### config.mk
export PLATFORM = sky130hd
export DESIGN_NAME = ebs_ctrl
export DESIGN_NICKNAME = d
export VERILOG_FILES = /design/src/hdl/ebs_pkg.sv /design/src/hdl/ebs_ctrl.sv
export SDC_FILE = /design/constraint.sdc
export NUM_CORES = 1
export LEC_CHECK = 0
export BUFFER_PORTS_ARGS = -buffer_cell sky130_fd_sc_hd__buf_2
export CORE_UTILIZATION = 35
export CTS_BUF_LIST = sky130_fd_sc_hd__clkbuf_4
export CTS_CLUSTER_DIAMETER = 30
export CTS_CLUSTER_SIZE = 20
export DETAILED_ROUTE_END_ITERATION = 8
export GPL_TIMING_DRIVEN = 0
export PLACE_DENSITY = 0.5
export RECOVER_POWER = 25
export SLEW_MARGIN = 10
export SYNTH_ARGS = -nofsm -noshare
export SYNTH_HDL_FRONTEND = slang
export SYNTH_SLANG_ARGS = --single-unit
### constraint.sdc
create_clock -name clk_i -period 7.9 [get_ports clk_i]
set_input_delay 0.395 -clock clk_i [delete_from_list [all_inputs] [get_ports clk_i]]
set_output_delay 0.395 -clock clk_i [all_outputs]
set_load 0.005 [all_outputs]
### src/hdl/ebs_pkg.sv
`timescale 1ns / 1ps
// ----------------------------------------------------------------------------
// ebs_pkg: shared constants, types and helpers of the 3x3 box smoother
// Widths, configuration codes, reciprocal constants for the floor mean and
// the control words passed between the pipeline stages.
// ----------------------------------------------------------------------------
package ebs_pkg;

  // Frame and sample geometry
  localparam int unsigned SampleW   = 16;
  localparam int unsigned MaxWidth  = 1024;
  localparam int unsigned MaxHeight = 1024;
  localparam int unsigned XW        = $clog2(MaxWidth);
  localparam int unsigned RowW      = $clog2(MaxHeight);

  // Configuration port
  localparam int unsigned CfgW    = 11;
  localparam int unsigned CfgIdxW = 1;
  localparam int unsigned MinDim  = 2;
  localparam int unsigned CfgRstDim = 1024;
  localparam logic [CfgIdxW-1:0] CfgIdxWidth  = CfgIdxW'(0);
  localparam logic [CfgIdxW-1:0] CfgIdxHeight = CfgIdxW'(1);

  // Floor mean: biased sum times a reciprocal, quotient in the upper bits
  localparam int unsigned SumW   = SampleW + 4;
  localparam int unsigned RecipK = SumW + 4;
  localparam int unsigned MulW   = RecipK - 1;
  localparam int unsigned ProdW  = SumW + MulW;
  localparam logic [MulW-1:0] RecipDiv4 = MulW'(((2 ** RecipK) + 3) / 4);
  localparam logic [MulW-1:0] RecipDiv6 = MulW'(((2 ** RecipK) + 5) / 6);
  localparam logic [MulW-1:0] RecipDiv9 = MulW'(((2 ** RecipK) + 8) / 9);
  localparam logic [SumW-1:0] BiasDiv4  = SumW'(4 * (2 ** (SampleW - 1)));
  localparam logic [SumW-1:0] BiasDiv6  = SumW'(6 * (2 ** (SampleW - 1)));
  localparam logic [SumW-1:0] BiasDiv9  = SumW'(9 * (2 ** (SampleW - 1)));

  // Per-item control word from the position tracker to the window stage
  typedef struct packed {
    logic [XW-1:0]             x;
    logic signed [SampleW-1:0] s;
    logic                      shift;
    logic                      use_pre;
    logic                      has_out;
    logic                      cv0;
    logic                      rv0;
    logic                      rv2;
    logic                      last;
  } ctrl_t;

  // Operands for the divide stage
  typedef struct packed {
    logic [SumW-1:0] u;
    logic [MulW-1:0] recip;
    logic            last;
  } div_t;

  // Clamp a frame dimension into MinDim..hi
  function automatic logic [CfgW-1:0] clamp_dim(input logic [CfgW-1:0] v,
                                                input logic [CfgW-1:0] hi);
    logic [CfgW-1:0] r;
    r = v;
    if (v < CfgW'(MinDim)) r = CfgW'(MinDim);
    else if (v > hi)       r = hi;
    return r;
  endfunction

endpackage

### src/hdl/ebs_ctrl.sv
`timescale 1ns / 1ps
// ----------------------------------------------------------------------------
// ebs_ctrl: frame position tracker
// Holds the configuration and the raster position, runs the drain phase and
// decides per transaction which pixel is released and how it is masked.
// ----------------------------------------------------------------------------
module ebs_ctrl import ebs_pkg::*; (
  input  logic                      clk_i,
  input  logic                      rst_ni,
  input  logic                      cfg_we_i,
  input  logic [CfgIdxW-1:0]        cfg_idx_i,
  input  logic [CfgW-1:0]           cfg_data_i,
  input  logic                      acc_i,
  input  logic                      req_type_i,
  input  logic signed [SampleW-1:0] sample_i,
  output logic                      item_o,
  output ctrl_t                     ctrl_o
);

  logic [CfgW-1:0] width_q, width_d, height_q, height_d;
  logic [XW-1:0]   col_q, col_d;
  logic [RowW-1:0] row_q, row_d;
  logic [CfgW-1:0] pend_q, pend_d;
  logic [CfgW-1:0] w, h, h_p1, x, y, xn, yn;
  logic            drain, rel_edge, rel_norm;

  assign w     = clamp_dim(width_q, CfgW'(MaxWidth));
  assign h     = clamp_dim(height_q, CfgW'(MaxHeight));
  assign h_p1  = h + CfgW'(1);
  assign drain = (pend_q != '0);

  // Position of this transaction
  always_comb begin
    x = '0;
    y = '0;
    if (!drain) begin
      x = (CfgW'(col_q) >= w) ? '0 : CfgW'(col_q);
      y = (CfgW'(row_q) >= h) ? '0 : CfgW'(row_q);
    end else if (pend_q > CfgW'(1)) begin
      x = w + CfgW'(1) - pend_q;
      y = h;
    end else begin
      x = '0;
      y = h_p1;
    end
  end

  // Release decisions and neighborhood masks
  assign rel_edge = (x == '0) && (y >= CfgW'(2)) && (y <= h_p1);
  assign rel_norm = (x != '0) && (y != '0) && (y <= h);

  always_comb begin
    ctrl_o.x       = x[XW-1:0];
    ctrl_o.s       = drain ? '0 : sample_i;
    ctrl_o.shift   = (y <= h);
    ctrl_o.use_pre = rel_edge;
    ctrl_o.has_out = rel_edge || rel_norm;
    ctrl_o.cv0     = rel_edge ? 1'b0 : (x >= CfgW'(2));
    ctrl_o.rv0     = rel_edge ? (y >= CfgW'(3)) : (y >= CfgW'(2));
    ctrl_o.rv2     = rel_edge ? (y <= h) : (y < h);
    ctrl_o.last    = rel_edge && (y == h_p1);
  end

  // Drop drain requests while samples are expected
  assign item_o = acc_i && !(!drain && req_type_i);

  // Advance position, enter or count down the drain phase
  always_comb begin
    width_d  = width_q;
    height_d = height_q;
    col_d    = col_q;
    row_d    = row_q;
    pend_d   = pend_q;
    xn       = '0;
    yn       = '0;
    if (cfg_we_i) begin
      case (cfg_idx_i)
        CfgIdxWidth:  width_d  = cfg_data_i;
        CfgIdxHeight: height_d = cfg_data_i;
        default: ;
      endcase
      col_d  = '0;
      row_d  = '0;
      pend_d = '0;
    end else if (item_o) begin
      if (drain) begin
        pend_d = pend_q - CfgW'(1);
      end else begin
        xn = x + CfgW'(1);
        yn = y;
        if (xn >= w) begin
          xn = '0;
          yn = y + CfgW'(1);
        end
        if (yn >= h) begin
          xn     = '0;
          yn     = '0;
          pend_d = w + CfgW'(1);
        end
        col_d = xn[XW-1:0];
        row_d = yn[RowW-1:0];
      end
    end
  end

  always_ff @(posedge clk_i or negedge rst_ni) begin
    if (!rst_ni) begin
      width_q  <= CfgW'(CfgRstDim);
      height_q <= CfgW'(CfgRstDim);
      col_q    <= '0;
      row_q    <= '0;
      pend_q   <= '0;
    end else begin
      width_q  <= width_d;
      height_q <= height_d;
      col_q    <= col_d;
      row_q    <= row_d;
      pend_q   <= pend_d;
    end
  end

endmodule

Word level (Yosys, flattened, before mapping) --
Index checks and enable logic that the tools add are counted.
Storage, ports and cells: flip-flop bits (word level) 53, input port bits 33, output and inout bits 34, word-level logic and storage cells 80
Operators by class: add/subtract/negate cells 6, $lt $le $gt $ge 15, eq/ne operators 2, mux-type cells 31, bitwise operators 1, reduce and logical (&&, ||, !) cells 20
Operator list (count):
- $mux W11 | 16
- $mux W10 | 11
- $add A11 B1 Y11 const B | 4
- $ge A11 B2 Y1 const B | 3
- $reduce_bool A11 Y1 | 3
- $ge A10 B11 Y1 | 2
- $ge A11 B11 Y1 | 2
- $gt A11 B11 Y1 const B | 2
- $le A11 B11 Y1 | 2
- $lt A11 B2 Y1 const B | 2
- $mux W16 | 1
- $eq A11 B11 Y1 | 1
- $gt A11 B1 Y1 const B | 1
- $logic_not A11 Y1 | 1
- $lt A11 B11 Y1 | 1
- $sub A11 B1 Y11 const B | 1
- $sub A11 B11 Y11 | 1
- $reduce_and A2 Y1 | 4
- $logic_and A1 B1 Y1 | 7
- $mux W1 | 3
- $reduce_bool A3 Y1 | 1
- $logic_not A1 Y1 | 2
- $ne A2 B2 Y1 const B | 1
- $reduce_bool A2 Y1 | 1
- other kinds (2) | 2

Depth between registers and ports, before layout --
Gate-level depths: netlist of the first run.
depth in word-level cells 18, depth in mapped cells 39, depth with buffers taken out 36

Least setup slack after synthesis of the first run --
No wires, ideal clock.
kind flip-flop to flip-flop, start point register width_q[3], end point register col_q[0], library setup time 83 ps, arrival time 7269 ps, data required time 7817 ps, setup slack 548 ps, stages on the path, launching flop included 38, clock period less this slack 7352 ps, cell sequence dfrtp_1 nor4_1 nand3_1 a21oi_1 ha_1 nand4_1 xor2_1 ha_1 a21o_1 or3_1 o21ai_0 xor2_1 o21ai_0 nand3_1 nor3b_1 xor2_1 ha_1 nand3_1 [2 not listed] or2_2 o32a_1 and3_4 buf_6 nor4_2 xnor2_1 ha_1 a21o_1 a21oi_1 nor2b_1 o21ai_0 nand2_1 nor2_1 and2_1 buf_2 buf_2 nand2_1 o21ai_0
RTL lines:
- start: declaration | line ebs_ctrl.sv:20 | logic [CfgW-1:0] width_q, width_d, height_q, height_d;
- start signal: assignment | line ebs_ctrl.sv:108 | width_q <= CfgW'(CfgRstDim);
- start signal: assignment | line ebs_ctrl.sv:114 | width_q <= width_d;
- end signal: assignment | line ebs_ctrl.sv:116 | col_q <= col_d;
- end: declaration | line ebs_ctrl.sv:21 | logic [XW-1:0] col_q, col_d;

Worst setup path after layout of the first run --
start point register width_q[3], end point register pend_q[10]
On the way: cells in the longest elaborated chain, start to end 16, elaborated cells between the ends (all ways) 23
Ends and longest elaborated chain:
- $gt A11 B11 Y1 | line ebs_pkg.sv:62 | else if (v > hi) r = hi;
- $mux W11 | line ebs_pkg.sv:62
- $mux W11 (*) | line ebs_pkg.sv:61 | if (v < CfgW'(MinDim)) r = CfgW'(MinDim);
- $add A11 B1 Y11 | line ebs_ctrl.sv:40, ebs_ctrl.sv:98
- $sub A11 B11 Y11 | line ebs_ctrl.sv:40 | x = w + CfgW'(1) - pend_q;
- $mux W11 | line ebs_ctrl.sv:39 | end else if (pend_q > CfgW'(1)) begin
- $mux W11 | line ebs_ctrl.sv:36 | if (!drain) begin
- $add A11 B1 Y11 | line ebs_ctrl.sv:89 | xn = x + CfgW'(1);
- $ge A11 B11 Y1 | line ebs_ctrl.sv:91 | if (xn >= w) begin
- $mux W11 | line ebs_ctrl.sv:91
- $mux W11 | line ebs_ctrl.sv:86 | if (drain) begin
- $mux W11 | line ebs_ctrl.sv:85 | end else if (item_o) begin
- $mux W11 | line ebs_ctrl.sv:76 | if (cfg_we_i) begin
- $ge A11 B11 Y1 | line ebs_ctrl.sv:95 | if (yn >= h) begin
- $reduce_bool A3 Y1 (no source line)
- $reduce_and A2 Y1 (no source line)
- end signal: assignment | line ebs_ctrl.sv:118 | pend_q <= pend_d;
- end: declaration | line ebs_ctrl.sv:23 | logic [CfgW-1:0] pend_q, pend_d;
Mark *: on every way between the ends. The rest lies on a longest branch, timed or not. The select of a mux whose other input is x is not followed. A chain may end at the register's enable or synchronous reset.

==> results.cfg, run 1 <==
[detailed_routing]
num_vias = 6244
drt-total-wl_mm = 20.83
drt_iter0_markers = 469
drt-pass1-iter-count = 5
wl_per_cell_microns = 19.65
final_antenna_net_count = 0
drcViolationCount = 0
routed_via_density = 5.891

[yosys]
ys_types = 79
synth_edf_count = 0
ys_seq_elements = 53
synth-main-ff-cell = dfrtp_1
seq_area_frac_synth_pct = 21.66
yosysWarnings = 0
ys_async_sr_fraction_pct = 100.0
syn-num-nets = 858
synth_area_sq_mm = 0.006133
avgSynthCellArea_sq_um = 8.266
syn-instance-count = 742

[floorplanning]
die_w_microns = 134.4
pin_count = 67
die-area_sq_mm = 0.01806
start_util_pct = 35.71
core-area_sq_mm = 0.01718
die_y_microns = 134.4
rows = 48

[cells_and_area]
area_delta_synth_final_pct = 17.75
drive_gt1_share_pct = 22.30
fillCellCount = 1793
final_core_util_pct = 42.05
final_cell_area_sq_mm = 0.007222
nets = 949
multi_input_area_sq_mm = 0.004770
regArea_sq_mm = 0.001330

[placement]
dp_hpwl_mm = 16.57
portBuffers = 65
dpl_cell_area_sq_mm = 0.006743
place.gp.congestion = 0.9379

[clock_tree]
cts_sinks = 53
htreeDepth = 2
cts_buffers = 5
cts_root_buffer = clkbuf_4
clock_latency_ps = 450
cts.reportedPaths.clkPinSlew_ps = 200
cts_tree = yes
clock_path_buffers = 2

[worst_setup_path]
end_kind = flip-flop
cp.arrival_ps = 7920
crit_path_max_incr_delay_ps = 470
worstSetupPathType = reg -> reg
crit_path_top_delay_cell = dfrtp_2
cp_max_fo = 10
r2r.worst_path.cells = 34
crit_path_start_kind = flip-flop
worstPathRequired_ps = 8250

[timing]
setup_viol = 0
finalHoldViolCount = 0
fin_crit_ps = 7564
timing.slew.headroom_pct = -107.2
fmax_ghz = 0.1322
whs_ps = 139.5
layout_worst_path_cycle_share_pct = 95.75
drv_slew = 54
worstMarginPinSlew_ps = 3108
skew_ps = 32.99

[outcome]
status = finished, violations left
violations = max-capacitance violations, max-slew violations

[worst_hold_path]
hold_depth = 3
hp-class = in -> reg

[grt]
grt_max_degree = 54
overflow = 0
antenna_found_initial = 1
track_usage_pct = 23.53
grt_pass1_wl_mm = 32.66
grt_pass1_vias = 5943

[run]
maxCapViolCount = 1
[area by class of cell]
class	instances	area share [%]
clock inverters	3	0.2945
diodes	1	0.03465
inverters	45	2.391
flip-flops and latches	53	18.42
repair buffers	87	6.809
plain buffers	21	1.594
well taps	225	3.898
multi-input cells	620	66.04
clock buffers	5	0.5198
[layout by cell type (no fill, tap or decap), types with 14 or more instances in the layout]
master     n
a21oi_1   34
and2_1    25
buf_2     66
buf_4     24
clkbuf_1  14
dfrtp_1   50
ha_1      77
inv_1     44
mux2_2    22
nand2_1   63
nand3_1   21
nand4_1   15
nor2_1    45
nor3_1    17
o21ai_0   42
xnor2_1   15
xor2_1    14
[per-layer routing]
metal  track usage [%]  vias to the layer above  wire length, microns
li1                  -                     2941                     -
met5                 0                        -                     0
met2             37.19                      215                  9433
met3             4.346                       24                  1151
met4             7.054                        0                   365
met1             32.46                     3064                  9880
[kinds of logic (layout without fill, tap and decap cells)]
group | count (synthesis) | count (layout) | synth area share [%]
adder cells (fa/ha/maj) | 83 | 83 | 17.05
flip-flops | 53 | 53 | 21.66
AND/OR/NAND/NOR | 273 | 273 | 24.42
XOR/XNOR | 38 | 38 | 5.426
AO/OA/AOI/OAI | 203 | 203 | 22.60
multiplexers | 23 | 23 | 4.202
buffers and inverters | 69 | 161 | 4.631
other | 0 | 1 | 0
[sequential cells by signal, summed over array words and instances, names as in the netlist]
register  flops
pend_q       11
width_q      11
row_q        10
height_q     11
col_q        10
[stage by stage]
step           setup TNS, ps  setup WS, ps  std cells
2_1_floorplan              0         548.2        742
3_3_place_gp          -26650         -1130       1032
3_5_place_dp          -27160         -1164       1032
4_1_cts                    0         5.191       1046
5_1_grt               -257.2        -50.75       1060
6_report                   0         335.7       1060
[synthesized netlist by cell type, drive strengths merged, types with 8 or more instances]
cell / number / share of area [%]
o21a: 9 / 1.1
and3: 9 / 1.0
nand2b: 9 / 0.92
mux2: 22 / 4.0
xor2: 17 / 2.4
ha: 82 / 17
a22o: 13 / 1.9
buf: 9 / 0.96
xnor2: 21 / 3.0
nor2: 49 / 3.0
inv: 45 / 2.8
nand3: 24 / 2.0
dfrtp: 51 / 21
nor2b: 11 / 1.1
a32o: 10 / 1.6
clkbuf: 15 / 0.92
a21o: 8 / 0.98
nor3: 17 / 1.4
a211oi: 8 / 1.1
nor3b: 10 / 1.4
o21ai: 56 / 4.6
nand4: 16 / 1.7
and2: 25 / 2.5
a31oi: 9 / 0.92
nand2: 65 / 4.0
nor4: 10 / 1.6
a21oi: 37 / 3.1
[critical path: cells and delay by family, from the launching register on]
family / cells / cell delay, ps
XOR/XNOR: 3 / 580
flip-flops: 1 / 470
adder cells (fa/ha/maj): 4 / 1180
AO/OA/AOI/OAI: 11 / 1970
buffers and inverters: 2 / 290
AND/OR/NAND/NOR: 14 / 2940
[timing repair]
action,CTS,global route
endpoints found under the setup margin,31,31
hold buffers,1,0
setup buffers,7,14
pin swaps,6,19
gates resized for setup,25,39
endpoints found under the hold margin,14,0
[final timing paths]
kind | startpoint | slack, ps | end
min in group asynchronous | rst_ni | 1500 | col_q[5]
worst min register to register | row_q[0] | 500 | row_q[0]
worst min-delay path | cfg_data_i[10] | 140 | width_q[10]
worst max-delay path | width_q[3] | 340 | pend_q[10]
max in group asynchronous | rst_ni | 4470 | width_q[3]
worst max register to register | width_q[3] | 340 | pend_q[10]
Power of run 1 is left out: the tool's default activity adds up to more than one toggle a clock period on the data nets, which glitch-free logic cannot reach.
==> run 2: changes to the inputs <==
--- a/config.mk
+++ b/config.mk
@@ -6,15 +6,16 @@
 export NUM_CORES = 1
 export LEC_CHECK = 0
 export BUFFER_PORTS_ARGS = -buffer_cell sky130_fd_sc_hd__buf_2
-export CORE_UTILIZATION = 35
+export CORE_UTILIZATION = 54
 export CTS_BUF_LIST = sky130_fd_sc_hd__clkbuf_4
 export CTS_CLUSTER_DIAMETER = 30
 export CTS_CLUSTER_SIZE = 20
 export DETAILED_ROUTE_END_ITERATION = 8
 export GPL_TIMING_DRIVEN = 0
-export PLACE_DENSITY = 0.5
+export PLACE_DENSITY = 0.72
 export RECOVER_POWER = 25
 export SLEW_MARGIN = 10
 export SYNTH_ARGS = -nofsm -noshare
 export SYNTH_HDL_FRONTEND = slang
 export SYNTH_SLANG_ARGS = --single-unit
+export TNS_END_PERCENT = 20
==> constraint.sdc (replaced) <==
create_clock -name clk_i -period 7.4 [get_ports clk_i]
set_input_delay 0.37 -clock clk_i [delete_from_list [all_inputs] [get_ports clk_i]]
set_output_delay 0.37 -clock clk_i [all_outputs]
set_load 0.005 [all_outputs]
==> run 2 against run 1 <==
Effect of this change:
- the run still ends with max-capacitance violations, max-slew violations left
- global-route usage grew 11 points
- sequential share of layout area shrank 0.11 points
- cell area grew 0.69%
- routed wire length shrank 4.5%
- die area shrank 35%
- sequential cell count is the same
- register-to-register slack lost 240 ps
- fmax grew 3.6%
- count of clock-buffer cells in the layout is the same
- non-clock buffer count grew 7
- worst setup slack lost 240 ps
- first-iteration DRC count grew 42%
- largest cell class unchanged
- highest routed layer unchanged
==> results.cfg, run 2 (synthesis results as in run 1) <==
[clock_tree]
clock_latency_ps = 400
htreeDepth = 2
hold_buffers = 0
cts.reportedPaths.clkPinSlew_ps = 170
cts_tree = yes
clock_path_buffers = 2
cts_buffers = 5
cts_root_buffer = clkbuf_4
cts_sinks = 53

[grt]
track_usage_pct = 34.70
grt_pass1_vias = 6051
grt_pass1_wl_mm = 31.19
antenna_found_initial = 0
overflow = 0
grt_max_degree = 54

[cells_and_area]
nets = 956
area_delta_synth_final_pct = 18.56
diodes = 0
layout_commonest_cell = ha_1
layout_common_cells = ha_1, buf_2, nand2_1
final_cell_area_sq_mm = 0.007272
drive_gt1_share_pct = 25.09
reg_top3 = height_q (11), pend_q (11), width_q (11)

[worst_setup_path]
worstPathRequired_ps = 7720
crit_start = width_q[3]
cp-endpoint = pend_q[10]
cp_max_fo = 10
crit_path_max_incr_delay_ps = 460
cp.arrival_ps = 7620
rrSetupSlack_ps = 100
rr_startpoint = width_q[3]
r2r.worst_path.cells = 33
worstSetupPathType = reg -> reg
end_kind = flip-flop
reg2reg_to = pend_q[10]
crit_path_start_kind = flip-flop
crit_path_top_delay_cell = dfrtp_2

[floorplanning]
pin_count = 67
core-area_sq_mm = 0.01094
die_w_microns = 108.6
rows = 38
die_y_microns = 108.6
start_util_pct = 56.09
die-area_sq_mm = 0.01179

[timing]
fmax_ghz = 0.1370
finalHoldViolCount = 0
fin_crit_ps = 7300
skew_ps = 17.90
setup_viol = 0
layout_worst_path_cycle_share_pct = 98.64
rsz0062_at_grt = true
worstMarginPinSlew_ps = 3002
timing.slew.headroom_pct = -100.1
drv_slew = 54

[detailed_routing]
routed_via_density = 6.520
drt-pass1-iter-count = 5
wl_per_cell_microns = 20.28
drcViolationCount = 0
drt_iter0_markers = 665
final_antenna_net_count = 0
drt-total-wl_mm = 19.89
num_vias = 6396

[outcome]
violations = max-capacitance violations, max-slew violations
status = finished, violations left

[placement]
place.gp.congestion = 0.9884
portBuffers = 65
dp_hpwl_mm = 15.28
dpl_cell_area_sq_mm = 0.006634

[worst_hold_path]
hold_depth = 3
hp-class = in -> reg

[run]
maxCapViolCount = 1
[run 2: changes by cell type in the layout (fill, tap and decap cells not counted), sizes merged]
| cell | previous run | this run |
|---|---|---|
| buf | 93 | 100 |
| clkbuf | 19 | 20 |
| inv | 45 | 46 |
| diode | 1 | 0 |
| clkinv | 2 | 1 |
| dlygate4sd3 | 1 | 0 |
[run 2: final cells by class]
| class | count | area [sq um] |
|---|---|---|
| clock inverter | 3 | 21.27 |
| buffer | 22 | 132.6 |
| fill | 972 | 3664 |
| sequential | 53 | 1331 |
| clock buffer | 5 | 37.54 |
| multi-input combinational | 620 | 4842 |
| inverter | 45 | 168.9 |
| timing repair buffer | 93 | 563.0 |
| tap | 140 | 175.2 |
[run 2: critical path, delay by kind of cell, from the launching register on]
kind	cells	cell delay (ps)
adders and majority gates	4	1130
and+or+nand+nor	15	3210
xor gates and xnor gates	3	510
buffers and inverters	2	270
AOI/OAI and AO/OA	9	1620
DFF	1	460
[run 2: metal layers]
| layer | part of all wire [%] | routed length, microns | track usage, % | vias up |
|---|---|---|---|---|
| met2 | 46 | 9176 | 55.24 | 338 |
| li1 | - | - | - | 2960 |
| met3 | 9.6 | 1913 | 7.294 | 37 |
| met1 | 42 | 8412 | 47.23 | 3061 |
| met5 | 0 | 0 | 0 | - |
| met4 | 2.0 | 391 | 9.942 | 0 |
[run 2: stage by stage]
stage               utilization (%)  setup TNS [ps]  hold slack [ps]  setup slack (ps)  cells
finish                        66.50               0            200.8             100.5    981
global route                  66.50           -6176            202.6            -241.9    981
CTS                           64.87               0            198.4             9.889    978
detailed placement            60.66          -41180            491.7             -1626    947
global placement              60.66          -35310            468.8             -1431    947
floorplan                         -               0            74.41             48.19    742
[run 2: worst min-delay path by stage]
stage | from | end
2_1_floorplan | rst_ni | col_q[0]
3_3_place_gp | row_q[0] | row_q[0]
3_5_place_dp | row_q[0] | row_q[0]
4_1_cts | cfg_data_i[1] | width_q[1]
5_1_grt | cfg_data_i[0] | height_q[0]
6_report | cfg_data_i[1] | width_q[1]
[run 2: timing repair]
| action | in CTS | in global routing |
|---|---|---|
| endpoints found under the setup margin | 31 | 31 |
| pin swaps | 28 | 41 |
| setup buffers | 24 | 4 |
| gates resized for setup | 57 | 48 |
Power of run 2 is left out for the same reason.
