`src/hdl/ebs_pkg.sv`:
```
`timescale 1ns / 1ps
// ----------------------------------------------------------------------------
// ebs_pkg: shared constants, types and helpers of the 3x3 box smoother
// Widths, configuration codes, reciprocal constants for the floor mean and
// the control words passed between the pipeline stages.
// ----------------------------------------------------------------------------
package ebs_pkg;

  // Frame and sample geometry
  localparam int unsigned SampleW   = 16;
  localparam int unsigned MaxWidth  = 1024;
  localparam int unsigned MaxHeight = 1024;
  localparam int unsigned XW        = $clog2(MaxWidth);
  localparam int unsigned RowW      = $clog2(MaxHeight);

  // Configuration port
  localparam int unsigned CfgW    = 11;
  localparam int unsigned CfgIdxW = 1;
  localparam int unsigned MinDim  = 2;
  localparam int unsigned CfgRstDim = 1024;
  localparam logic [CfgIdxW-1:0] CfgIdxWidth  = CfgIdxW'(0);
  localparam logic [CfgIdxW-1:0] CfgIdxHeight = CfgIdxW'(1);

  // Floor mean: biased sum times a reciprocal, quotient in the upper bits
  localparam int unsigned SumW   = SampleW + 4;
  localparam int unsigned RecipK = SumW + 4;
  localparam int unsigned MulW   = RecipK - 1;
  localparam int unsigned ProdW  = SumW + MulW;
  localparam logic [MulW-1:0] RecipDiv4 = MulW'(((2 ** RecipK) + 3) / 4);
  localparam logic [MulW-1:0] RecipDiv6 = MulW'(((2 ** RecipK) + 5) / 6);
  localparam logic [MulW-1:0] RecipDiv9 = MulW'(((2 ** RecipK) + 8) / 9);
  localparam logic [SumW-1:0] BiasDiv4  = SumW'(4 * (2 ** (SampleW - 1)));
  localparam logic [SumW-1:0] BiasDiv6  = SumW'(6 * (2 ** (SampleW - 1)));
  localparam logic [SumW-1:0] BiasDiv9  = SumW'(9 * (2 ** (SampleW - 1)));

  // Per-item control word from the position tracker to the window stage
  typedef struct packed {
    logic [XW-1:0]             x;
    logic signed [SampleW-1:0] s;
    logic                      shift;
    logic                      use_pre;
    logic                      has_out;
    logic                      cv0;
    logic                      rv0;
    logic                      rv2;
    logic                      last;
  } ctrl_t;

  // Operands for the divide stage
  typedef struct packed {
    logic [SumW-1:0] u;
    logic [MulW-1:0] recip;
    logic            last;
  } div_t;

  // Clamp a frame dimension into MinDim..hi
  function automatic logic [CfgW-1:0] clamp_dim(input logic [CfgW-1:0] v,
                                                input logic [CfgW-1:0] hi);
    logic [CfgW-1:0] r;
    r = v;
    if (v < CfgW'(MinDim)) r = CfgW'(MinDim);
    else if (v > hi)       r = hi;
    return r;
  endfunction

endpackage

```
`src/hdl/ebs_if.sv`:
```


interface ebs_out_if import ebs_pkg::*; ();
  logic                      valid;
  logic                      ready;
  logic signed [SampleW-1:0] smoothed;
  logic                      frame_last;

  modport source (output valid, output smoothed, output frame_last, input ready);
  modport sink   (input valid, input smoothed, input frame_last, output ready);
endinterface

```
`src/hdl/ebs_div.sv`:
```
`timescale 1ns / 1ps
// ----------------------------------------------------------------------------
// ebs_div: floor-mean divider and output register
// Multiplies the biased sum by the reciprocal of the sample count; the
// quotient with its top bit inverted is the floor mean.
// ----------------------------------------------------------------------------
module ebs_div import ebs_pkg::*; (
  input  logic               clk_i,
  input  logic               rst_ni,
  input  logic               div_v_i,
  input  div_t               div_i,
  output logic               rdy_o,
  ebs_out_if.source          out_o
);

  div_t             op_q;
  logic             op_v_q;
  logic             op_go;
  logic [ProdW-1:0] prod_d, prod_q;
  logic             last_q;
  logic             res_v_q;

  assign op_go = op_v_q && (!res_v_q || out_o.ready);
  assign rdy_o = !op_v_q || op_go;
  assign prod_d = ProdW'(op_q.u) * ProdW'(op_q.recip);

  // Advance operand and result registers
  always_ff @(posedge clk_i or negedge rst_ni) begin
    if (!rst_ni) begin
      op_v_q  <= 1'b0;
      res_v_q <= 1'b0;
    end else begin
      if (div_v_i && rdy_o) begin
        op_v_q <= 1'b1;
      end else if (op_go) begin
        op_v_q <= 1'b0;
      end
      if (op_go) begin
        res_v_q <= 1'b1;
      end else if (out_o.ready) begin
        res_v_q <= 1'b0;
      end
    end
  end

  always_ff @(posedge clk_i) begin
    if (div_v_i && rdy_o) begin
      op_q <= div_i;
    end
    if (op_go) begin
      prod_q <= prod_d;
      last_q <= op_q.last;
    end
  end

  // Remove the bias by inverting the sign bit of the quotient
  assign out_o.valid      = res_v_q;
  assign out_o.smoothed   = signed'({~prod_q[RecipK+SampleW-1],
                                     prod_q[RecipK+SampleW-2:RecipK]});
  assign out_o.frame_last = last_q;

endmodule

```
`src/flat_wrapper.sv`:
```
// flat-port wrapper written by rule: the top's interface ports become plain ports
module ebs_div_flat import ebs_pkg::*;
  (clk_i, rst_ni, div_v_i, div_i, rdy_o, out_o_valid, out_o_smoothed, out_o_frame_last, out_o_ready);
  ebs_out_if out_o_i ();
  input  logic clk_i;
  input  logic rst_ni;
  input  logic div_v_i;
  input  div_t div_i;
  output logic rdy_o;
  output wire logic [$bits(out_o_i.valid)-1:0] out_o_valid;
  output wire logic [$bits(out_o_i.smoothed)-1:0] out_o_smoothed;
  output wire logic [$bits(out_o_i.frame_last)-1:0] out_o_frame_last;
  input wire logic [$bits(out_o_i.ready)-1:0] out_o_ready;
  assign out_o_valid = out_o_i.valid;
  assign out_o_smoothed = out_o_i.smoothed;
  assign out_o_frame_last = out_o_i.frame_last;
  assign out_o_i.ready = out_o_ready;
  ebs_div u_core (.clk_i(clk_i), .rst_ni(rst_ni), .div_v_i(div_v_i), .div_i(div_i), .rdy_o(rdy_o), .out_o(out_o_i));
endmodule
```
`config.mk`:
```
export PLATFORM = sky130hd
export DESIGN_NAME = ebs_div_flat
export DESIGN_NICKNAME = d
export VERILOG_FILES = /design/src/hdl/ebs_pkg.sv /design/src/hdl/ebs_if.sv /design/src/hdl/ebs_div.sv /design/src/flat_wrapper.sv
export SDC_FILE = /design/constraint.sdc
export NUM_CORES = 1
export LEC_CHECK = 0
export BUFFER_PORTS_ARGS = -buffer_cell sky130_fd_sc_hd__buf_2
export CAP_MARGIN = 20
export CELL_PAD_IN_SITES_DETAIL_PLACEMENT = 1
export CELL_PAD_IN_SITES_GLOBAL_PLACEMENT = 1
export CORE_MARGIN = 3
export CORE_UTILIZATION = 41
export DETAILED_ROUTE_END_ITERATION = 6
export GPL_ROUTABILITY_DRIVEN = 0
export PLACE_DENSITY_LB_ADDON = 0.1
export SYNTH_ARGS = -nofsm -noshare
export SYNTH_HDL_FRONTEND = slang
export SYNTH_SLANG_ARGS = --single-unit
```
`constraint.sdc`:
```
create_clock -name clk_i -period 7.9 [get_ports clk_i]
set_clock_uncertainty 0.1 [all_clocks]
set_input_delay 0.79 -clock clk_i [delete_from_list [all_inputs] [get_ports clk_i]]
set_output_delay 0.79 -clock clk_i [all_outputs]
set_load 0.01 [all_outputs]
```
# == Word-level counts from Yosys, hierarchy flattened ==
# Index checks and enable logic that the tools add are counted.
# totals
output_inout_bits,19
regBits,87
in_bits,48
# op_classes
n_mul,1
muxes,4
reduce_logical,8
n_bitwise,1
# ops
operator,count
20-bit by 23-bit multiplier with 40-bit output,1
1-bit 2-to-1 mux,4
2-bit nonzero test,2
1-bit logical AND,2
1-bit zero test,2
1-bit logical OR,2
1-bit NOT,1

# == Longest topological paths before layout ==
# Gate-level depths: netlist (run 1).
# depth
ltp_word,6
depth_mapped,25
depth_no_buf,24

# == Least setup slack after synthesis (run 1) ==
# OpenSTA, ideal clock, no wires.
# synth_timing
path_kind,reg-to-reg
start,register u_core.op_q[21] in the netlist's numbering
end,register u_core.prod_q[37] (data pin)
path_buffers,2
setup_ps,258
stages_incl_launch_ff,25
arrival_time_ps,6297
path_slack_ps,1245
synth_period_minus_slack_ps,6655
required_time_ps,7542
cell_sequence,edfxtp_1 -> clkbuf_1 -> clkbuf_1 -> nand2_1 -> fa_1 -> inv_1 -> fa_1 -> inv_1 -> fa_1 -> inv_1 -> fa_1 -> fa_1 -> fa_1 -> inv_1 -> fa_1 -> inv_1 -> ha_1 -> and2_1 -> a41oi_1 -> o21ai_1 -> o2bb2ai_1 -> a2111oi_2 -> o31ai_4 -> a21oi_2 -> xnor2_1
# synth_between
elab_chain_cells,1
# synth_rtl
element,line_no,source
from (decl),ebs_div.sv:16,div_t op_q;
from (signal assigned),ebs_div.sv:48,op_q <= div_i;
20-bit by 23-bit multiplier with 40-bit output,ebs_div.sv:25,assign prod_d = ProdW'(op_q.u) * ProdW'(op_q.recip);
named net u_core.prod_d[37],ebs_div.sv:19,"logic [ProdW-1:0] prod_d, prod_q;"
to (signal assigned),ebs_div.sv:51,prod_q <= prod_d;
to (decl),ebs_div.sv:19,
# The timed path passes the listed nets, and every way through them passes these cells.
# A chain may end at the register's enable or synchronous reset.

# == Final worst setup path (run 1) ==
# layout_timing
start,register u_core.op_q[31] in the netlist's numbering
end,register u_core.prod_q[37] (data pin)
# Same word-level chain as after synthesis.

==> impl_summary.txt, run 1 <==
----------------------------------------------------
[Layout]
  Commonest non-fill, non-tap cell in the layout ... sky130_fd_sc_hd__inv_1
  Share of cells above drive strength 1 ... 0.0887
  Count of placed standard cells in the final layout, fillers left out ... 2231
  Commonest cells after routing, fill and taps aside ... sky130_fd_sc_hd__inv_1 (418), sky130_fd_sc_hd__fa_1 (371), sky130_fd_sc_hd__nand2_1 (243), sky130_fd_sc_hd__and2_1 (221), sky130_fd_sc_hd__ha_1 (131)
  Area growth from synthesis to layout ... 7.78%
  Ant. Diodes ... 0
  Nets@finish ... 2258

[Die]
  Number of rows in the core area ... 72
  Core region area ... 38800 um^2
  Die X ... 205 um
  Initial core utilization ... 0.417
  Number of ports placed on the die boundary ... 67
  Die extent in y ... 205 um
  Die area ... 41900 um^2

[Clock network]
  Buffers inserted during post-CTS setup optimization ... 0
  Number of clock sinks seen by CTS ... 63
  Count of H-tree levels built during CTS ... 3
  Clock transition at the registers of the reported paths ... 0.07 ns
  Worst skew pair latency ... 0.39 ns
  Number of hold buffers added after cts ... 0
  Clk buf depth ... 2
  Clock tree root driver cell ... sky130_fd_sc_hd__clkbuf_16
  Clock tree from TritonCTS ... yes
  Clock buffer count from CTS ... 9
  Count of instances resized after the clock tree is built ... 0

[STA]
  Worst slew margin relative to its limit ... 0.291
  Number of pins exceeding their max-slew limit in the final report ... 0
  RSZ-0062 raised after global routing ... no
  Highest achievable clock rate ... about 130 MHz
  Clock period minus final worst setup slack ... 7.46 ns
  Final worst path period share ... 0.944
  Worst-Margin Slew ... roughly 1.1 ns
  Setup total negative slack ... 0 ns
  Final setup margin ... around 0.44 ns
  Final Hold Fails ... 0
  Setup violations, final ... 0

[Setup path]
  Data arrival at the endpoint of the critical path ... 7.49 ns
  Required time of the critical path ... 7.93 ns
  Critical Path End Type ... register
  Startpoint of the worst-slack reg-to-reg timing path ... u_core.op_q[31]
  Worst-path maximum fanout ... 16
  Source of the critical timing path ... u_core.op_q[31]
  Category of the worst setup path launch point ... register
  Category of the critical setup timing path ... reg2reg

[Global route]
  Antenna violations before repair ... 2
  Pin count of the biggest net entering global routing ... 24
  Via count of the first global-routing pass ... around 13000
  Aggregate global-route resource usage ... 0.238
  Remaining global-route overflow ... 0
  First-pass GRT wire length ... 73.5 mm

[Synthesis]
  Synthesized area divided by synthesized cell count ... 9.66 um^2
  Biggest area consumer among synthesized cells ... sky130_fd_sc_hd__fa_1
  Share of Yosys cell area claimed by the top area cell type ... 0.459
  Sequential-to-total area share from yosys stat ... 0.116
  Count of unique library cells instantiated by Yosys ... 47
  Post-Syn Nets ... 2225
  Main synth FF type ... sky130_fd_sc_hd__edfxtp_1
  Number of flops mapped to enable cells by yosys ... 61
  Post-synthesis instance area ... 16200 um^2
  FFs w/ async S/R, synth ... 0.0317
  Area contributors post-synth ... sky130_fd_sc_hd__fa_1 (46%), sky130_fd_sc_hd__edfxtp_1 (11%), sky130_fd_sc_hd__ha_1 (10%)
  Synthesized instance count ... 1675
  Flops & latches, synth ... 63
  Number of warnings issued by yosys ... 0

[Detailed routing]
  Initial detailed-routing violation count ... 381
  Highest metal layer with signal wires ... met4
  Wire length reported by the detailed router ... between 40 and 50 mm
  Pre-Repair DR Iteration Count ... 4
  Met3 layer wire length in the routed design ... around 1.2 mm
  Residual DRC count ... 0
  Length of routed wiring on met1 ... 18.9 mm
  Detailed-route vias per instance ... between 4 and 5
  Count of vias placed by the detailed router ... 10900
  Detail Route Antenna Nets ... 0
  Length of routed met2 wiring ... 24.6 mm
  Wire length per cell after detailed routing ... 20.7 um

[Placement]
  Hpwl dp ... between 30 and 40 mm
  Worst slack at placement ... 0.391 ns
  Number of cells in the design after placement ... 2214
  Input/output buffers ... 66

[Min path]
  Path category of the worst min-delay check ... in2async

[Status]
  Result of the run ... completed

[Run]
  Max-capacitance violation count ... 0

----------------------------------------------------
## worst max-delay path, cell delays in order (launching register included)
cell,delay (ns)
sky130_fd_sc_hd__edfxtp_1,1.05
sky130_fd_sc_hd__nand2_1,0.19
sky130_fd_sc_hd__fa_1,0.53
sky130_fd_sc_hd__inv_1,0.06
sky130_fd_sc_hd__fa_1,0.53
sky130_fd_sc_hd__inv_1,0.05
sky130_fd_sc_hd__fa_1,0.50
sky130_fd_sc_hd__inv_1,0.06
sky130_fd_sc_hd__fa_1,0.55
sky130_fd_sc_hd__fa_1,0.43
sky130_fd_sc_hd__fa_1,0.50
sky130_fd_sc_hd__inv_1,0.05
sky130_fd_sc_hd__fa_1,0.47
sky130_fd_sc_hd__inv_1,0.04
sky130_fd_sc_hd__ha_1,0.27
sky130_fd_sc_hd__and2_1,0.16
sky130_fd_sc_hd__a41oi_1,0.21
sky130_fd_sc_hd__o21ai_1,0.28
sky130_fd_sc_hd__o2bb2ai_1,0.25
sky130_fd_sc_hd__a2111oi_2,0.52
sky130_fd_sc_hd__o31ai_4,0.14
sky130_fd_sc_hd__a21oi_2,0.16
sky130_fd_sc_hd__xnor2_1,0.08
## synthesized netlist by cell type, types with 5 or more instances
library cell / number
sky130_fd_sc_hd__and2_1: 222
sky130_fd_sc_hd__edfxtp_1: 61
sky130_fd_sc_hd__buf_4: 15
sky130_fd_sc_hd__a21oi_1: 20
sky130_fd_sc_hd__inv_1: 418
sky130_fd_sc_hd__nor3_1: 5
sky130_fd_sc_hd__ha_1: 131
sky130_fd_sc_hd__nand2_1: 243
sky130_fd_sc_hd__fa_1: 371
sky130_fd_sc_hd__xnor2_1: 16
sky130_fd_sc_hd__xor2_1: 7
sky130_fd_sc_hd__nand3_1: 8
sky130_fd_sc_hd__o21ai_0: 7
sky130_fd_sc_hd__a21o_1: 14
sky130_fd_sc_hd__clkbuf_1: 83
sky130_fd_sc_hd__nor2_1: 8
## per-stage QoR
step                hold WS [ns]  instance area, um^2  utilization
finish                    0.0899                17400        0.449
floorplan                  0.300                16200            -
global placement           0.304                17100        0.441
global route              0.0675                17400        0.449
CTS                       0.0647                17400        0.448
detailed placement         0.309                17100        0.441
## layer usage
layer | GRT usage | vias to the layer above
met1 | 0.288 | 5813
met3 | 0.0313 | 66
met2 | 0.438 | 172
li1 | - | 4897
met4 | 0.0759 | 0
met5 | 0 | -
## path summary, 6_finish.rpt
| check | slack, ns | end | depth (start not counted) |
|---|---|---|---|
| setup / recovery | 0.44 | u_core.prod_q[37] | 22 |
| hold / removal | 0.09 | u_core.out_o.valid | 1 |
| setup reg to reg | 0.44 | u_core.prod_q[37] | 22 |
| hold reg to reg | 0.33 | u_core.out_o.frame_last | 0 |
| max in group asynchronous | 7.51 | u_core.op_v_q | 1 |
| min in group clk_i | 0.33 | u_core.out_o.frame_last | 0 |
## area by class of cell
type,instances,area (um^2)
clock buffers,9,225
clock inverters,7,47.5
fillers,4428,21400
inverters,418,1570
multi-input cells,1094,12300
flip-flops and latches,63,1880
well taps,518,648
repair buffers,122,771
## state kept, by name (all words and copies together), names as in the netlist
name                     count
u_core.op_v_q                1
u_core.prod_q               16
u_core.op_q                 44
u_core.out_o.frame_last      1
u_core.out_o.valid           1
## cells by family after synthesis
group | synth area share
AOI/OAI and AO/OA | 0.0317
xor gates and xnor gates | 0.0125
adders and majority gates | 0.560
buffers and inverters | 0.124
DFF | 0.116
and+or+nand+nor | 0.155
Power of run 1 is left out: the tool's default activity adds up to more than one toggle a clock period on the data nets, which glitch-free logic cannot reach.
==> run 2: changes to the inputs <==
Settings changed: CTS_BUF_LIST set to sky130_fd_sc_hd__clkbuf_2 sky130_fd_sc_hd__clkbuf_4 sky130_fd_sc_hd__clkbuf_8.
==> impl_summary.txt, run 2 (synthesis gave the netlist of run 1 again) <==
----------------------------------------------------
[Setup path]
  Data arrival at the endpoint of the critical path ... 7.54 ns (+0.05 ns)
  End of the worst register-to-register path ... u_core.prod_q[37]
  Startpoint of the worst-slack reg-to-reg timing path ... u_core.op_q[31]
  Required time of the critical path ... 7.99 ns (+0.06 ns)
  Reg2Reg Setup Slack ... 0.44 ns (about the same)
  Category of the critical setup timing path ... reg2reg
  Worst-case reg-to-reg path depth ... 22 (unchanged)
  Category of the worst setup path launch point ... register
  Critical Path End Type ... register
  Worst-path maximum fanout ... 16 (unchanged)

[Min path]
  Path category of the worst min-delay check ... in2async

[Die]
  Number of ports placed on the die boundary ... 67 (unchanged)
  Initial core utilization ... 0.417 (unchanged)
  Die area ... 41900 um^2 (unchanged)
  Die extent in y ... 205 um (unchanged)
  Die X ... 205 um (unchanged)
  Core region area ... 38800 um^2 (unchanged)
  Number of rows in the core area ... 72 (unchanged)

[Detailed routing]
  Wire length reported by the detailed router ... 46.1 mm (-0.16%)
  Residual DRC count ... 0 (unchanged)
  Wire length per cell after detailed routing ... 20.7 um (-0.16%)
  Detail Route Antenna Nets ... 0 (unchanged)
  Detailed-route vias per instance ... 4.89 (-0.44%)
  Pre-Repair DR Iteration Count ... 4 (unchanged)
  Initial detailed-routing violation count ... 406 (+6.6%)
  Count of vias placed by the detailed router ... 10900 (-0.44%)

[Clock network]
  Count of instances resized after the clock tree is built ... 0 (unchanged)
  Number of clock sinks seen by CTS ... 63 (unchanged)
  Clock buffer count from CTS ... 9 (unchanged)
  Clock tree root driver cell ... sky130_fd_sc_hd__clkbuf_8
  Count of H-tree levels built during CTS ... 3 (unchanged)
  Clk buf depth ... 2 (unchanged)
  Clock tree from TritonCTS ... yes
  Clock transition at the registers of the reported paths ... 0.09 ns (+0.02 ns)
  Number of hold buffers added after cts ... 0 (unchanged)
  Worst skew pair latency ... 0.44 ns (+0.05 ns)
  Buffers inserted during post-CTS setup optimization ... 0 (unchanged)

[Layout]
  Number of flip-flops under the largest register name ... 44 (unchanged)
  Commonest non-fill, non-tap cell in the layout ... sky130_fd_sc_hd__inv_1
  Count of placed standard cells in the final layout, fillers left out ... 2231 (unchanged)
  Nets@finish ... 2258 (unchanged)
  Area growth from synthesis to layout ... 7.16%
  Share of cells above drive strength 1 ... 0.0887 (unchanged)
  Commonest cells after routing, fill and taps aside ... sky130_fd_sc_hd__inv_1 (418), sky130_fd_sc_hd__fa_1 (371), sky130_fd_sc_hd__nand2_1 (243), sky130_fd_sc_hd__and2_1 (221), sky130_fd_sc_hd__ha_1 (131)
  Register with the highest flop count ... u_core.op_q
  Regs by FF count ... u_core.op_q: 44 flops, u_core.prod_q: 16 flops
  Ant. Diodes ... 0 (unchanged)

[STA]
  RSZ-0062 raised after global routing ... no
  Worst slew margin relative to its limit ... 0.282 (-0.00918)
  Setup violations, final ... 0 (unchanged)
  Highest achievable clock rate ... 134 MHz (about the same)
  Clock period minus final worst setup slack ... 7.46 ns (-0.00200 ns)
  Worst-Margin Slew ... 1.08 ns (+0.0138 ns)
  Final Hold Fails ... 0 (unchanged)
  Final worst path period share ... 0.944 (about the same)
  Setup total negative slack ... 0 ns (unchanged)
  Number of pins exceeding their max-slew limit in the final report ... 0 (unchanged)

[Run]
  Max-capacitance violation count ... 0 (unchanged)

[Global route]
  First-pass GRT wire length ... 73.3 mm (-0.25%)
  Antenna violations before repair ... 2 (unchanged)
  Remaining global-route overflow ... 0 (unchanged)
  Via count of the first global-routing pass ... 12800 (-0.19%)
  Aggregate global-route resource usage ... 0.237 (-0.000788)
  Pin count of the biggest net entering global routing ... 24 (unchanged)

[Placement]
  Input/output buffers ... 66 (unchanged)
  Hpwl dp ... 37.6 mm (unchanged)
  Number of cells in the design after placement ... 2214 (unchanged)

[Status]
  Result of the run ... completed

----------------------------------------------------
## run 2: how the worst max path moves through the flow
stage | startpoint | slack, ns | end
2_1_floorplan | u_core.op_q[21] | 1.25 | u_core.prod_q[37]
3_3_place_gp | u_core.op_q[29] | 0.50 | u_core.prod_q[37]
3_5_place_dp | u_core.op_q[31] | 0.39 | u_core.prod_q[37]
4_1_cts | u_core.op_q[31] | 0.41 | u_core.prod_q[37]
5_1_grt | u_core.op_q[29] | 0.16 | u_core.prod_q[37]
6_report | u_core.op_q[31] | 0.44 | u_core.prod_q[37]
## run 2: cell type report
class,instances,area (um^2)
fillers,4433,21500
multi-input cells,1094,12300
flip-flops and latches,63,1880
inverters,418,1570
repair buffers,122,771
well taps,518,648
clock buffers,9,124
clock inverters,7,47.5
## run 2: worst max-delay path, stage by stage (launching register included)
cell	delay (ns)
sky130_fd_sc_hd__edfxtp_1	1.07
sky130_fd_sc_hd__nand2_1	0.19
sky130_fd_sc_hd__fa_1	0.53
sky130_fd_sc_hd__inv_1	0.06
sky130_fd_sc_hd__fa_1	0.53
sky130_fd_sc_hd__inv_1	0.05
sky130_fd_sc_hd__fa_1	0.50
sky130_fd_sc_hd__inv_1	0.06
sky130_fd_sc_hd__fa_1	0.55
sky130_fd_sc_hd__fa_1	0.42
sky130_fd_sc_hd__fa_1	0.49
sky130_fd_sc_hd__inv_1	0.05
sky130_fd_sc_hd__fa_1	0.47
sky130_fd_sc_hd__inv_1	0.04
sky130_fd_sc_hd__ha_1	0.27
sky130_fd_sc_hd__and2_1	0.16
sky130_fd_sc_hd__a41oi_1	0.21
sky130_fd_sc_hd__o21ai_1	0.28
sky130_fd_sc_hd__o2bb2ai_1	0.25
sky130_fd_sc_hd__a2111oi_2	0.52
sky130_fd_sc_hd__o31ai_4	0.14
sky130_fd_sc_hd__a21oi_2	0.17
sky130_fd_sc_hd__xnor2_1	0.08
## run 2: per-layer routing
| metal | part of all wire | vias up | wire [um] | track usage |
|---|---|---|---|---|
| li1 | - | 4896 | - | - |
| met1 | 0.41 | 5775 | 18900 | 0.287 |
| met2 | 0.53 | 161 | 24500 | 0.437 |
| met3 | 0.027 | 68 | 1250 | 0.0310 |
| met4 | 0.032 | 0 | 1470 | 0.0737 |
| met5 | 0 | - | 0 | 0 |
## run 2: per-stage QoR
| stage | hold slack, ns | setup WS (ns) | util | cell area, um^2 |
|---|---|---|---|---|
| final | 0.0436 | 0.442 | 0.446 | 17300 |
| after global routing | 0.0110 | 0.162 | 0.446 | 17300 |
| after floorplan | 0.300 | 1.25 | - | 16200 |
| after global placement | 0.304 | 0.504 | 0.441 | 17100 |
| after CTS | 0.00431 | 0.408 | 0.446 | 17300 |
| after detailed placement | 0.309 | 0.391 | 0.441 | 17100 |
Power of run 2 is left out for the same reason.
